==> src/sv/voxrt_pkg.sv <==
// ============================================================================
// voxrt_pkg
// Types and codes shared by the voxel ray traversal modules.
// ============================================================================
`default_nettype none
package voxrt_pkg;

    localparam logic OP_START  = 1'b0;
    localparam logic OP_ANSWER = 1'b1;

    localparam logic [1:0] KIND_QUERY  = 2'd0;
    localparam logic [1:0] KIND_HIT    = 2'd1;
    localparam logic [1:0] KIND_LENGTH = 2'd2;
    localparam logic [1:0] KIND_IDLE   = 2'd3;

    localparam logic [1:0] SIGN_NONE  = 2'd0;
    localparam logic [1:0] SIGN_PLUS  = 2'd1;
    localparam logic [1:0] SIGN_MINUS = 2'd3;

    localparam logic [31:0] DIST_FAR  = 32'hFFFF_FFFF;
    localparam logic [31:0] HALF_Q16  = 32'h0000_8000;
    localparam logic [31:0] ONE_Q1_31 = 32'h8000_0000;
    localparam logic [2:0]  DIV_LAST  = 3'd5;

    typedef struct packed {
        logic               operation;
        logic signed [31:0] origin_x;
        logic signed [31:0] origin_y;
        logic signed [31:0] origin_z;
        logic signed [15:0] dir_x;
        logic signed [15:0] dir_y;
        logic signed [15:0] dir_z;
        logic        [30:0] ray_length;
        logic               occupied;
    } t_in_item;

    typedef struct packed {
        logic signed [15:0] cell_x;
        logic signed [15:0] cell_y;
        logic signed [15:0] cell_z;
        logic        [1:0]  kind;
    } t_out_item;

    typedef struct packed {
        logic       take;
        logic       setup;
        logic       div_go;
        logic       div_wr;
        logic [2:0] div_idx;
        logic       resp;
    } t_ctrl;

    typedef struct packed {
        logic in_op;
        logic div_done;
        logic out_free;
    } t_status;

endpackage
`default_nettype wire

==> src/sv/voxrt_div.sv <==
// ============================================================================
// voxrt_div
// Restoring divider, 32-bit dividend by 16-bit divisor, one bit per cycle.
// ============================================================================
`default_nettype none
module voxrt_div (
    input  wire logic        i_clk,
    input  wire logic        i_rst_n,
    input  wire logic        i_go,
    input  wire logic [31:0] i_num,
    input  wire logic [15:0] i_den,
    output logic             o_done,
    output logic [31:0]      o_quo
);
    logic        r_run;
    logic        r_done;
    logic [4:0]  r_cnt;
    logic [31:0] r_q;
    logic [15:0] r_rem;
    logic [15:0] r_d;
    logic [16:0] rem_sh;
    logic        ge;

    always_comb begin
        rem_sh = {r_rem, r_q[31]};
        ge     = rem_sh >= {1'b0, r_d};
    end

    always_ff @(posedge i_clk) begin
        if (!i_rst_n) begin
            r_run  <= 1'b0;
            r_done <= 1'b0;
            r_cnt  <= '0;
        end else begin
            r_done <= 1'b0;
            if (i_go) begin
                r_run <= 1'b1;
                r_cnt <= '0;
            end else if (r_run) begin
                r_cnt <= r_cnt + 5'd1;
                if (r_cnt == 5'd31) begin
                    r_run  <= 1'b0;
                    r_done <= 1'b1;
                end
            end
        end
    end

    always_ff @(posedge i_clk) begin
        if (i_go) begin
            r_q   <= i_num;
            r_rem <= '0;
            r_d   <= i_den;
        end else if (r_run) begin
            r_q   <= {r_q[30:0], ge};
            r_rem <= ge ? 16'(rem_sh - {1'b0, r_d}) : rem_sh[15:0];
        end
    end

    assign o_done = r_done;
    assign o_quo  = r_q;
endmodule
`default_nettype wire

==> src/sv/voxrt_dp.sv <==
// ============================================================================
// voxrt_dp
// Ray state, setup arithmetic, axis step logic and the output register.
// ============================================================================
`default_nettype none
module voxrt_dp #(
    parameter logic [30:0] VOFF_RESET = 31'd8388608
) (
    input  wire logic                  i_clk,
    input  wire logic                  i_rst_n,
    input  wire voxrt_pkg::t_ctrl      i_ctrl,
    output voxrt_pkg::t_status         o_status,
    input  wire voxrt_pkg::t_in_item   i_in_data,
    input  wire logic                  i_cfg_wr,
    input  wire logic [30:0]           i_cfg_data,
    output logic                       o_out_valid,
    input  wire logic                  i_out_stall,
    output voxrt_pkg::t_out_item       o_out_data
);
    import voxrt_pkg::*;

    t_in_item   r_item;
    logic [30:0] r_voff;
    logic        r_busy;
    logic [15:0] r_cell [3];
    logic [1:0]  r_sign [3];
    logic [31:0] r_sd   [3];
    logic [31:0] r_nb   [3];
    logic [31:0] r_limit;
    logic        r_out_valid;
    t_out_item   r_out;

    logic [31:0] p      [3];
    logic [15:0] dir    [3];
    logic [15:0] mag    [3];
    logic [31:0] bnum   [3];
    logic [16:0] rr     [3];
    logic [31:0] org    [3];
    logic [32:0] key    [3];
    logic [1:0]  sel;
    logic        at_end;
    logic [32:0] sum;
    logic [1:0]  ax;
    logic [31:0] div_num;
    logic [15:0] div_den;
    logic        div_done;
    logic [31:0] div_quo;
    logic        out_free;

    always_comb begin
        org[0] = r_item.origin_x;
        org[1] = r_item.origin_y + {1'b0, r_voff};
        org[2] = r_item.origin_z;
        dir[0] = r_item.dir_x;
        dir[1] = r_item.dir_y;
        dir[2] = r_item.dir_z;
        for (int a = 0; a < 3; a++) begin
            p[a]   = org[a] + HALF_Q16;
            mag[a] = dir[a][15] ? 16'(-dir[a]) : dir[a];
            rr[a]  = dir[a][15] ? {1'b0, p[a][15:0]} : 17'h10000 - {1'b0, p[a][15:0]};
            bnum[a] = {rr[a], 15'd0};
            key[a] = (r_sign[a] == SIGN_NONE) ? 33'h1_0000_0000 : {1'b0, r_nb[a]};
        end
        // Ties go to y over x, and to z over the chosen one of x and y.
        if (key[0] < key[1]) sel = (key[0] < key[2]) ? 2'd0 : 2'd2;
        else                 sel = (key[1] < key[2]) ? 2'd1 : 2'd2;
        at_end = key[sel] >= {1'b0, r_limit};
        sum    = {1'b0, r_nb[sel]} + {1'b0, r_sd[sel]};
        ax      = i_ctrl.div_idx[2:1];
        div_num = i_ctrl.div_idx[0] ? bnum[ax] : ONE_Q1_31;
        div_den = (mag[ax] == 16'd0) ? 16'd1 : mag[ax];
    end

    voxrt_div u_div (
        .i_clk   (i_clk),
        .i_rst_n (i_rst_n),
        .i_go    (i_ctrl.div_go),
        .i_num   (div_num),
        .i_den   (div_den),
        .o_done  (div_done),
        .o_quo   (div_quo)
    );

    assign out_free = !r_out_valid || !i_out_stall;

    always_ff @(posedge i_clk) begin
        if (!i_rst_n) begin
            r_voff      <= VOFF_RESET;
            r_busy      <= 1'b0;
            r_out_valid <= 1'b0;
            r_limit     <= '0;
            for (int a = 0; a < 3; a++) begin
                r_cell[a] <= '0;
                r_sign[a] <= SIGN_NONE;
                r_sd[a]   <= '0;
                r_nb[a]   <= '0;
            end
        end else begin
            if (i_cfg_wr) r_voff <= i_cfg_data;
            if (r_out_valid && !i_out_stall && !i_ctrl.resp) r_out_valid <= 1'b0;
            if (i_ctrl.setup) begin
                r_busy  <= 1'b1;
                r_limit <= {1'b0, r_item.ray_length};
                for (int a = 0; a < 3; a++) begin
                    r_cell[a] <= p[a][31:16];
                    if (dir[a] == 16'd0) begin
                        r_sign[a] <= SIGN_NONE;
                        r_sd[a]   <= DIST_FAR;
                        r_nb[a]   <= DIST_FAR;
                    end else begin
                        r_sign[a] <= dir[a][15] ? SIGN_MINUS : SIGN_PLUS;
                    end
                end
            end
            if (i_ctrl.div_wr && r_sign[ax] != SIGN_NONE) begin
                if (i_ctrl.div_idx[0]) r_nb[ax] <= div_quo;
                else                   r_sd[ax] <= div_quo;
            end
            if (i_ctrl.resp) begin
                r_out_valid <= 1'b1;
                if (r_item.operation == OP_ANSWER && !r_busy) begin
                    r_out <= '{cell_x: '0, cell_y: '0, cell_z: '0, kind: KIND_IDLE};
                end else if (r_item.operation == OP_ANSWER && r_item.occupied) begin
                    r_busy <= 1'b0;
                    r_out  <= '{cell_x: r_cell[0], cell_y: r_cell[1], cell_z: r_cell[2],
                               kind: KIND_HIT};
                end else if (at_end) begin
                    r_busy <= 1'b0;
                    r_out  <= '{cell_x: r_cell[0], cell_y: r_cell[1], cell_z: r_cell[2],
                               kind: KIND_LENGTH};
                end else begin
                    for (int a = 0; a < 3; a++) begin
                        if (sel == 2'(a)) begin
                            r_cell[a] <= (r_sign[a] == SIGN_PLUS) ? r_cell[a] + 16'd1
                                                                  : r_cell[a] - 16'd1;
                        end
                    end
                    r_nb[sel] <= sum[32] ? DIST_FAR : sum[31:0];
                    r_out <= '{cell_x: (sel == 2'd0) ? ((r_sign[0] == SIGN_PLUS) ?
                                   r_cell[0] + 16'd1 : r_cell[0] - 16'd1) : r_cell[0],
                               cell_y: (sel == 2'd1) ? ((r_sign[1] == SIGN_PLUS) ?
                                   r_cell[1] + 16'd1 : r_cell[1] - 16'd1) : r_cell[1],
                               cell_z: (sel == 2'd2) ? ((r_sign[2] == SIGN_PLUS) ?
                                   r_cell[2] + 16'd1 : r_cell[2] - 16'd1) : r_cell[2],
                               kind: KIND_QUERY};
                end
            end
        end
    end

    always_ff @(posedge i_clk) begin
        if (i_ctrl.take) r_item <= i_in_data;
    end

    assign o_status    = '{in_op: i_in_data.operation, div_done: div_done, out_free: out_free};
    assign o_out_valid = r_out_valid;
    assign o_out_data  = r_out;
endmodule
`default_nettype wire

==> src/sv/voxrt_ctrl.sv <==
// ============================================================================
// voxrt_ctrl
// Sequencer: takes a request, runs the ray setup divisions, issues the step.
// ============================================================================
`default_nettype none
module voxrt_ctrl (
    input  wire logic               i_clk,
    input  wire logic               i_rst_n,
    input  wire logic               i_in_valid,
    output logic                    o_in_stall,
    input  wire voxrt_pkg::t_status i_status,
    output voxrt_pkg::t_ctrl        o_ctrl
);
    import voxrt_pkg::*;

    typedef enum logic [2:0] {S_IDLE, S_SETUP, S_DIV_GO, S_DIV_WAIT, S_RESP} t_state;

    t_state     r_state;
    logic [2:0] r_idx;
    logic       take;

    assign take = (r_state == S_IDLE) && i_in_valid;

    always_ff @(posedge i_clk) begin
        if (!i_rst_n) begin
            r_state <= S_IDLE;
            r_idx   <= '0;
        end else begin
            case (r_state)
                S_IDLE: begin
                    if (take) r_state <= (i_status.in_op == OP_START) ? S_SETUP : S_RESP;
                end
                S_SETUP: begin
                    r_idx   <= '0;
                    r_state <= S_DIV_GO;
                end
                S_DIV_GO: r_state <= S_DIV_WAIT;
                S_DIV_WAIT: begin
                    if (i_status.div_done) begin
                        if (r_idx == DIV_LAST) begin
                            r_state <= S_RESP;
                        end else begin
                            r_idx   <= r_idx + 3'd1;
                            r_state <= S_DIV_GO;
                        end
                    end
                end
                S_RESP: begin
                    if (i_status.out_free) r_state <= S_IDLE;
                end
                default: r_state <= S_IDLE;
            endcase
        end
    end

    assign o_in_stall = (r_state != S_IDLE);
    assign o_ctrl = '{take:    take,
                      setup:   r_state == S_SETUP,
                      div_go:  r_state == S_DIV_GO,
                      div_wr:  (r_state == S_DIV_WAIT) && i_status.div_done,
                      div_idx: r_idx,
                      resp:    (r_state == S_RESP) && i_status.out_free};
endmodule
`default_nettype wire

==> src/sv/voxel_ray_traversal_top.sv <==
// ============================================================================
// voxel_ray_traversal_top
// Fixed-point 3D voxel grid walker with a query/answer handshake.
// ============================================================================
// Input channel (i_in_valid/o_in_stall/i_in_data) carries either a start
// request, which loads a new ray, or an answer to the last voxel query.
// Each request gives exactly one result on o_out_valid/i_out_stall/o_out_data:
// a voxel query, an end on hit, an end at length, or a stray-answer code.
// An answer goes from acceptance straight to the response state. A start first
// passes the setup state, then six runs of the shared divider (launch, 32
// quotient bits, done), for step distance and first boundary of each axis,
// before the response state, which writes the result into the output
// register once that register is free; the block then returns to idle.
// One request is in work at a time; o_in_stall is high while it runs.
// When the receiver stalls, the result holds in the output register; the next
// request may still be taken, but its result waits until that register is free.
// The configuration channel writes vertical_offset; it is always ready.
// Synchronous reset clears the ray, leaves no result pending and restores
// vertical_offset to half the column height in Q16.16.
// ============================================================================
`default_nettype none
module voxel_ray_traversal_top #(
    parameter int COLUMN_HEIGHT = 256
) (
    input  wire logic                  i_clk,
    input  wire logic                  i_rst_n,
    input  wire logic                  i_in_valid,
    output logic                       o_in_stall,
    input  wire voxrt_pkg::t_in_item   i_in_data,
    output logic                       o_out_valid,
    input  wire logic                  i_out_stall,
    output voxrt_pkg::t_out_item       o_out_data,
    input  wire logic                  i_cfg_valid,
    output logic                       o_cfg_ready,
    input  wire logic [30:0]           i_cfg_data
);
    import voxrt_pkg::*;

    localparam logic [63:0] VOFF_FULL = 64'(COLUMN_HEIGHT / 2) << 16;

    t_ctrl   ctrl;
    t_status status;

    assign o_cfg_ready = 1'b1;

    voxrt_ctrl u_ctrl (
        .i_clk      (i_clk),
        .i_rst_n    (i_rst_n),
        .i_in_valid (i_in_valid),
        .o_in_stall (o_in_stall),
        .i_status   (status),
        .o_ctrl     (ctrl)
    );

    voxrt_dp #(
        .VOFF_RESET (VOFF_FULL[30:0])
    ) u_dp (
        .i_clk       (i_clk),
        .i_rst_n     (i_rst_n),
        .i_ctrl      (ctrl),
        .o_status    (status),
        .i_in_data   (i_in_data),
        .i_cfg_wr    (i_cfg_valid && o_cfg_ready),
        .i_cfg_data  (i_cfg_data),
        .o_out_valid (o_out_valid),
        .i_out_stall (i_out_stall),
        .o_out_data  (o_out_data)
    );
endmodule
`default_nettype wire

==> config.mk <==
export PLATFORM = sky130hd
export DESIGN_NAME = voxel_ray_traversal_top
export DESIGN_NICKNAME = d
export VERILOG_FILES = /design/src/sv/voxrt_pkg.sv /design/src/sv/voxrt_div.sv /design/src/sv/voxrt_dp.sv /design/src/sv/voxrt_ctrl.sv /design/src/sv/voxel_ray_traversal_top.sv
export SDC_FILE = /design/constraint.sdc
export NUM_CORES = 2
export LEC_CHECK = 0
export ABC_AREA = 1
export BUFFER_PORTS_ARGS = -buffer_cell sky130_fd_sc_hd__buf_4
export CAP_MARGIN = 20
export CORE_MARGIN = 1.5
export CORE_UTILIZATION = 31
export CTS_CLUSTER_DIAMETER = 120
export CTS_CLUSTER_SIZE = 20
export DETAILED_ROUTE_END_ITERATION = 7
export GPL_TIMING_DRIVEN = 0
export HOLD_SLACK_MARGIN = 0.02
export PLACE_DENSITY_LB_ADDON = 0.1
export SETUP_SLACK_MARGIN = 0.5
export SYNTH_ARGS = -nofsm -noshare
export SYNTH_HDL_FRONTEND = slang
export SYNTH_SLANG_ARGS = --single-unit
==> constraint.sdc <==
create_clock -name i_clk -period 32 [get_ports i_clk]
set_input_delay 6.4 -clock i_clk [delete_from_list [all_inputs] [get_ports i_clk]]
set_output_delay 6.4 -clock i_clk [all_outputs]
set_load 0.02 [all_outputs]
==> metrics.txt <==
status finished clean; flop2flop setup slack ~22 ns; critical path class input port to flip-flop; count leader, synth nand2_1; min-delay worst type flip-flop to flip-flop; Final period util 0.335; CP peak stage delay 0.81 ns; CTS tree built; sw frac 0.418; Port Buf Inserts about 260; Slew HR 0.223; crit path max fanout 19; crit path DAT 11.07 ns; layout cells sized above 1 0.0895; Clock power frac 0.206; worst path required time roughly 32 ns; Die Y approximately 350 µm; Compound-Gate Fraction of Synth Area 0.152; 1st-iter DRT viols 2537; Post-Synthesis Cells 4508; Seq pwr share 0.369; initial antenna violation count 1; Synth area leaders edfxtp_1 (41%), ha_1 (9.4%), nand2_1 (8.7%); most used flip-flop cell after synthesis edfxtp_1; Reg-to-Reg Start u_dp.r_sign[1][0]$_SDFFCE_PP0P_; #FFs+latches synth 616; routability congestion estimate from global placement 0.916; DR WL/cell 20.2 µm; # rows between 100 and 150; Most Used Layer, Global Route met2; Initial Util 0.312; Routed Antenna Nets 0; Int Pwr 0.00156 W; multiplexer area fraction after synthesis 0; top cells by count, synth nand2_1 (879), nor2_1 (526), edfxtp_1 (520); LEAKAGE around 18 nW; Worst Hold Depth 2; post-route setup TNS 0 ns; Slew @ Worst Pin 1.17 ns; met2 Use GR 0.343; vias per cell slightly below 5; FILL cells approximately 13000; vias in the first global route between 30000 and 40000; largest net degree at the start of global routing 36; CTS buffer count 39; CTS resizes 0; Hold Vio Cnt, Final 0; count of pins over their slew limit 0; Cell Area, Synth about 38000 µm²; met1 usage 0.281; DRT Pass-1 Iters 5; via count ~32000; Core Footprint approximately 120000 µm²; gr usage total 0.206; crit-path cells clkbuf_1, clkinv_1, nor2_1, clkbuf_1, clkbuf_1, nand2_1, nand3_2, buf_16; R2R Path End u_dp.r_nb[2][4]$_DFFE_PP_; CP startpoint i_rst_n; Reg clk slew, reported paths approximately 0.090 ns; simple-gate share of the synthesized area 0.191; root buf cell clkbuf_16; CP Capture Type flip-flop; Overflow after GRT 0; Most common cell on crit path clkbuf_1; hpwl dp about 100 mm; placed cells between 6000 and 7000; Yosys top cell area share 0.413; Net Switching between 0.001 and 0.0015 W; Max Cap Violations 0; CTS Hold Buffers Added 0; xor-xnor portion of the synthesized cell area 0.0264; die width 352 µm; sequential area share after synthesis 0.463; htree depth 2; Layout Skew roughly 0.044 ns; Final Hold Slack around 0.46 ns; number of distinct library cells after synthesis approximately 60; Final setup viols 0; Post-Layout Cell Count between 6000 and 7000; Synth area leader edfxtp_1; design area ~43000 µm²; # IOs about 270; Avg Cell Area, Syn ~8.4 µm²; Mapped Nets approximately 5000; Synth warnings 0; Post-synth EDFFs 520; Area growth syn-to-layout 14.8%; Achievable Freq just over 90 MHz; utilization after layout 0.358; die area between 100000 and 150000 µm²; clk_lat worst skew between 0.6 and 0.7 ns; Logic pwr share 0.425; Clock Sinks roughly 620; DRT Wirelength 131 mm; RSZ-0062 raised after global routing no; fin crit period 10.72 ns; NumNets Final 5333; worst r2r path cells 37; Placed Area around 42000 µm²; crit start category input port; power per cell area just over 60 nW/µm²; Async SR Flop Fraction 0; global-route wire length before repair about 190 mm; post-synthesis adder-cell area fraction 0.0974; number of setup buffers added after CTS 0; grt met3 use 0.0273; VDD IR max just over 0.05 mV; residual DRC count 0; main combinational cell family by area after synthesis simple AND/OR/NAND/NOR gates; CTS max path bufs 3; crit path to u_dp.r_sd[0][11]$_DFFE_PP_; Slowest cell on crit path clkbuf_1
final cells by class:
class / instances / area (µm²) / area share
Sequential cell: 616 / 17500 / 0.404
Timing Repair Buffer: 280 / 2310 / 0.0532
Inverter: 487 / 1830 / 0.0421
Clock buffer: 64 / 1110 / 0.0256
Antenna cell: 2 / 5.00 / 0.000115
Multi-Input combinational cell: 3219 / 17700 / 0.407
Buffer: 186 / 822 / 0.0189
Tap cell: 1625 / 2030 / 0.0468
Clock inverter: 8 / 98.8 / 0.00228
stage by stage:
step	worst slack (ns)	total power [W]
global route	21.24	0.00286
CTS	21.26	0.00270
finish	21.28	0.00268
detailed placement	20.57	0.00214
global placement	13.01	0.00214
floorplan	17.57	0.00176
cell usage in the layout (no fill, tap or decap), types with 43 or more instances in the layout:
master      n
o21ai_0   514
inv_1     474
buf_4     277
clkbuf_1  157
xnor2_1    47
nand2_1   877
nor3_1     60
nand3_1   193
dfxtp_1    96
ha_1      285
xor2_1     67
nor2_1    524
a21oi_1   316
o21ai_1    43
edfxtp_1  520
routing by layer:
layer	wire [µm]	vias to the layer above
met5	0	-
met4	3290	0
met1	60900	14900
met2	60500	803
met3	6620	132
li1	-	16000
registers in the layout, indices dropped and copies added (netlist names), named ones only:
name / flops
u_ctrl.r_state: 3
u_dp.r_sign: 6
u_dp.dir: 48
u_dp.r_sd: 96
u_dp.u_div.o_quo: 32
u_dp.org: 64
u_dp.u_div.r_run: 1
u_dp.o_out_data: 50
u_ctrl.r_idx: 3
u_dp.u_div.r_cnt: 5
u_dp.o_out_valid: 1
u_dp.r_nb: 96
u_dp.r_limit: 31
u_dp.u_div.r_d: 16
u_dp.r_cell: 48
u_dp.u_div.r_rem: 16
u_dp.u_div.o_done: 1
u_dp.r_item: 65
u_dp.r_busy: 1
u_dp.r_voff: 31
critical path, delay by kind of cell:
family	cells	cell delay, ns
buffers and inverters	5	3.24
AND/OR/NAND/NOR	3	1.37
power by group through the flow:
stage          clock network (W)  registers, W  logic, W
3_3_place_gp                   0       0.00102   0.00112
6_report                0.000550      0.000987   0.00114
2_1_floorplan                  0       0.00100  0.000758
3_5_place_dp                   0       0.00100   0.00113
4_1_cts                 0.000571      0.000987   0.00114
5_1_grt                 0.000595      0.000995   0.00127
worst min-delay path by stage:
stage | start | to
2_1_floorplan | u_dp.r_item[11]$_DFFE_PP_ | u_dp.r_limit[10]$_SDFFE_PN0P_
3_3_place_gp | u_dp.r_item[31]$_DFFE_PP_ | u_dp.r_limit[30]$_SDFFE_PN0P_
3_5_place_dp | u_dp.r_item[4]$_DFFE_PP_ | u_dp.r_limit[3]$_SDFFE_PN0P_
4_1_cts | u_dp.r_item[24]$_DFFE_PP_ | u_dp.r_limit[23]$_SDFFE_PN0P_
5_1_grt | u_dp.r_item[24]$_DFFE_PP_ | u_dp.r_limit[23]$_SDFFE_PN0P_
6_report | u_dp.r_item[31]$_DFFE_PP_ | u_dp.r_limit[30]$_SDFFE_PN0P_
cell families (layout without fill, tap and decap cells):
| logic type | Yosys count | after routing |
|---|---|---|
| buffers and inverters | 673 | 1025 |
| and+or+nand+nor | 1761 | 1761 |
| xor gates and xnor gates | 114 | 114 |
| other | 1 | 3 |
| AOI/OAI and AO/OA | 1052 | 1052 |
| DFF | 616 | 616 |
| adders and majority gates | 291 | 291 |
Note: power is estimated with default switching activity, not from simulation.
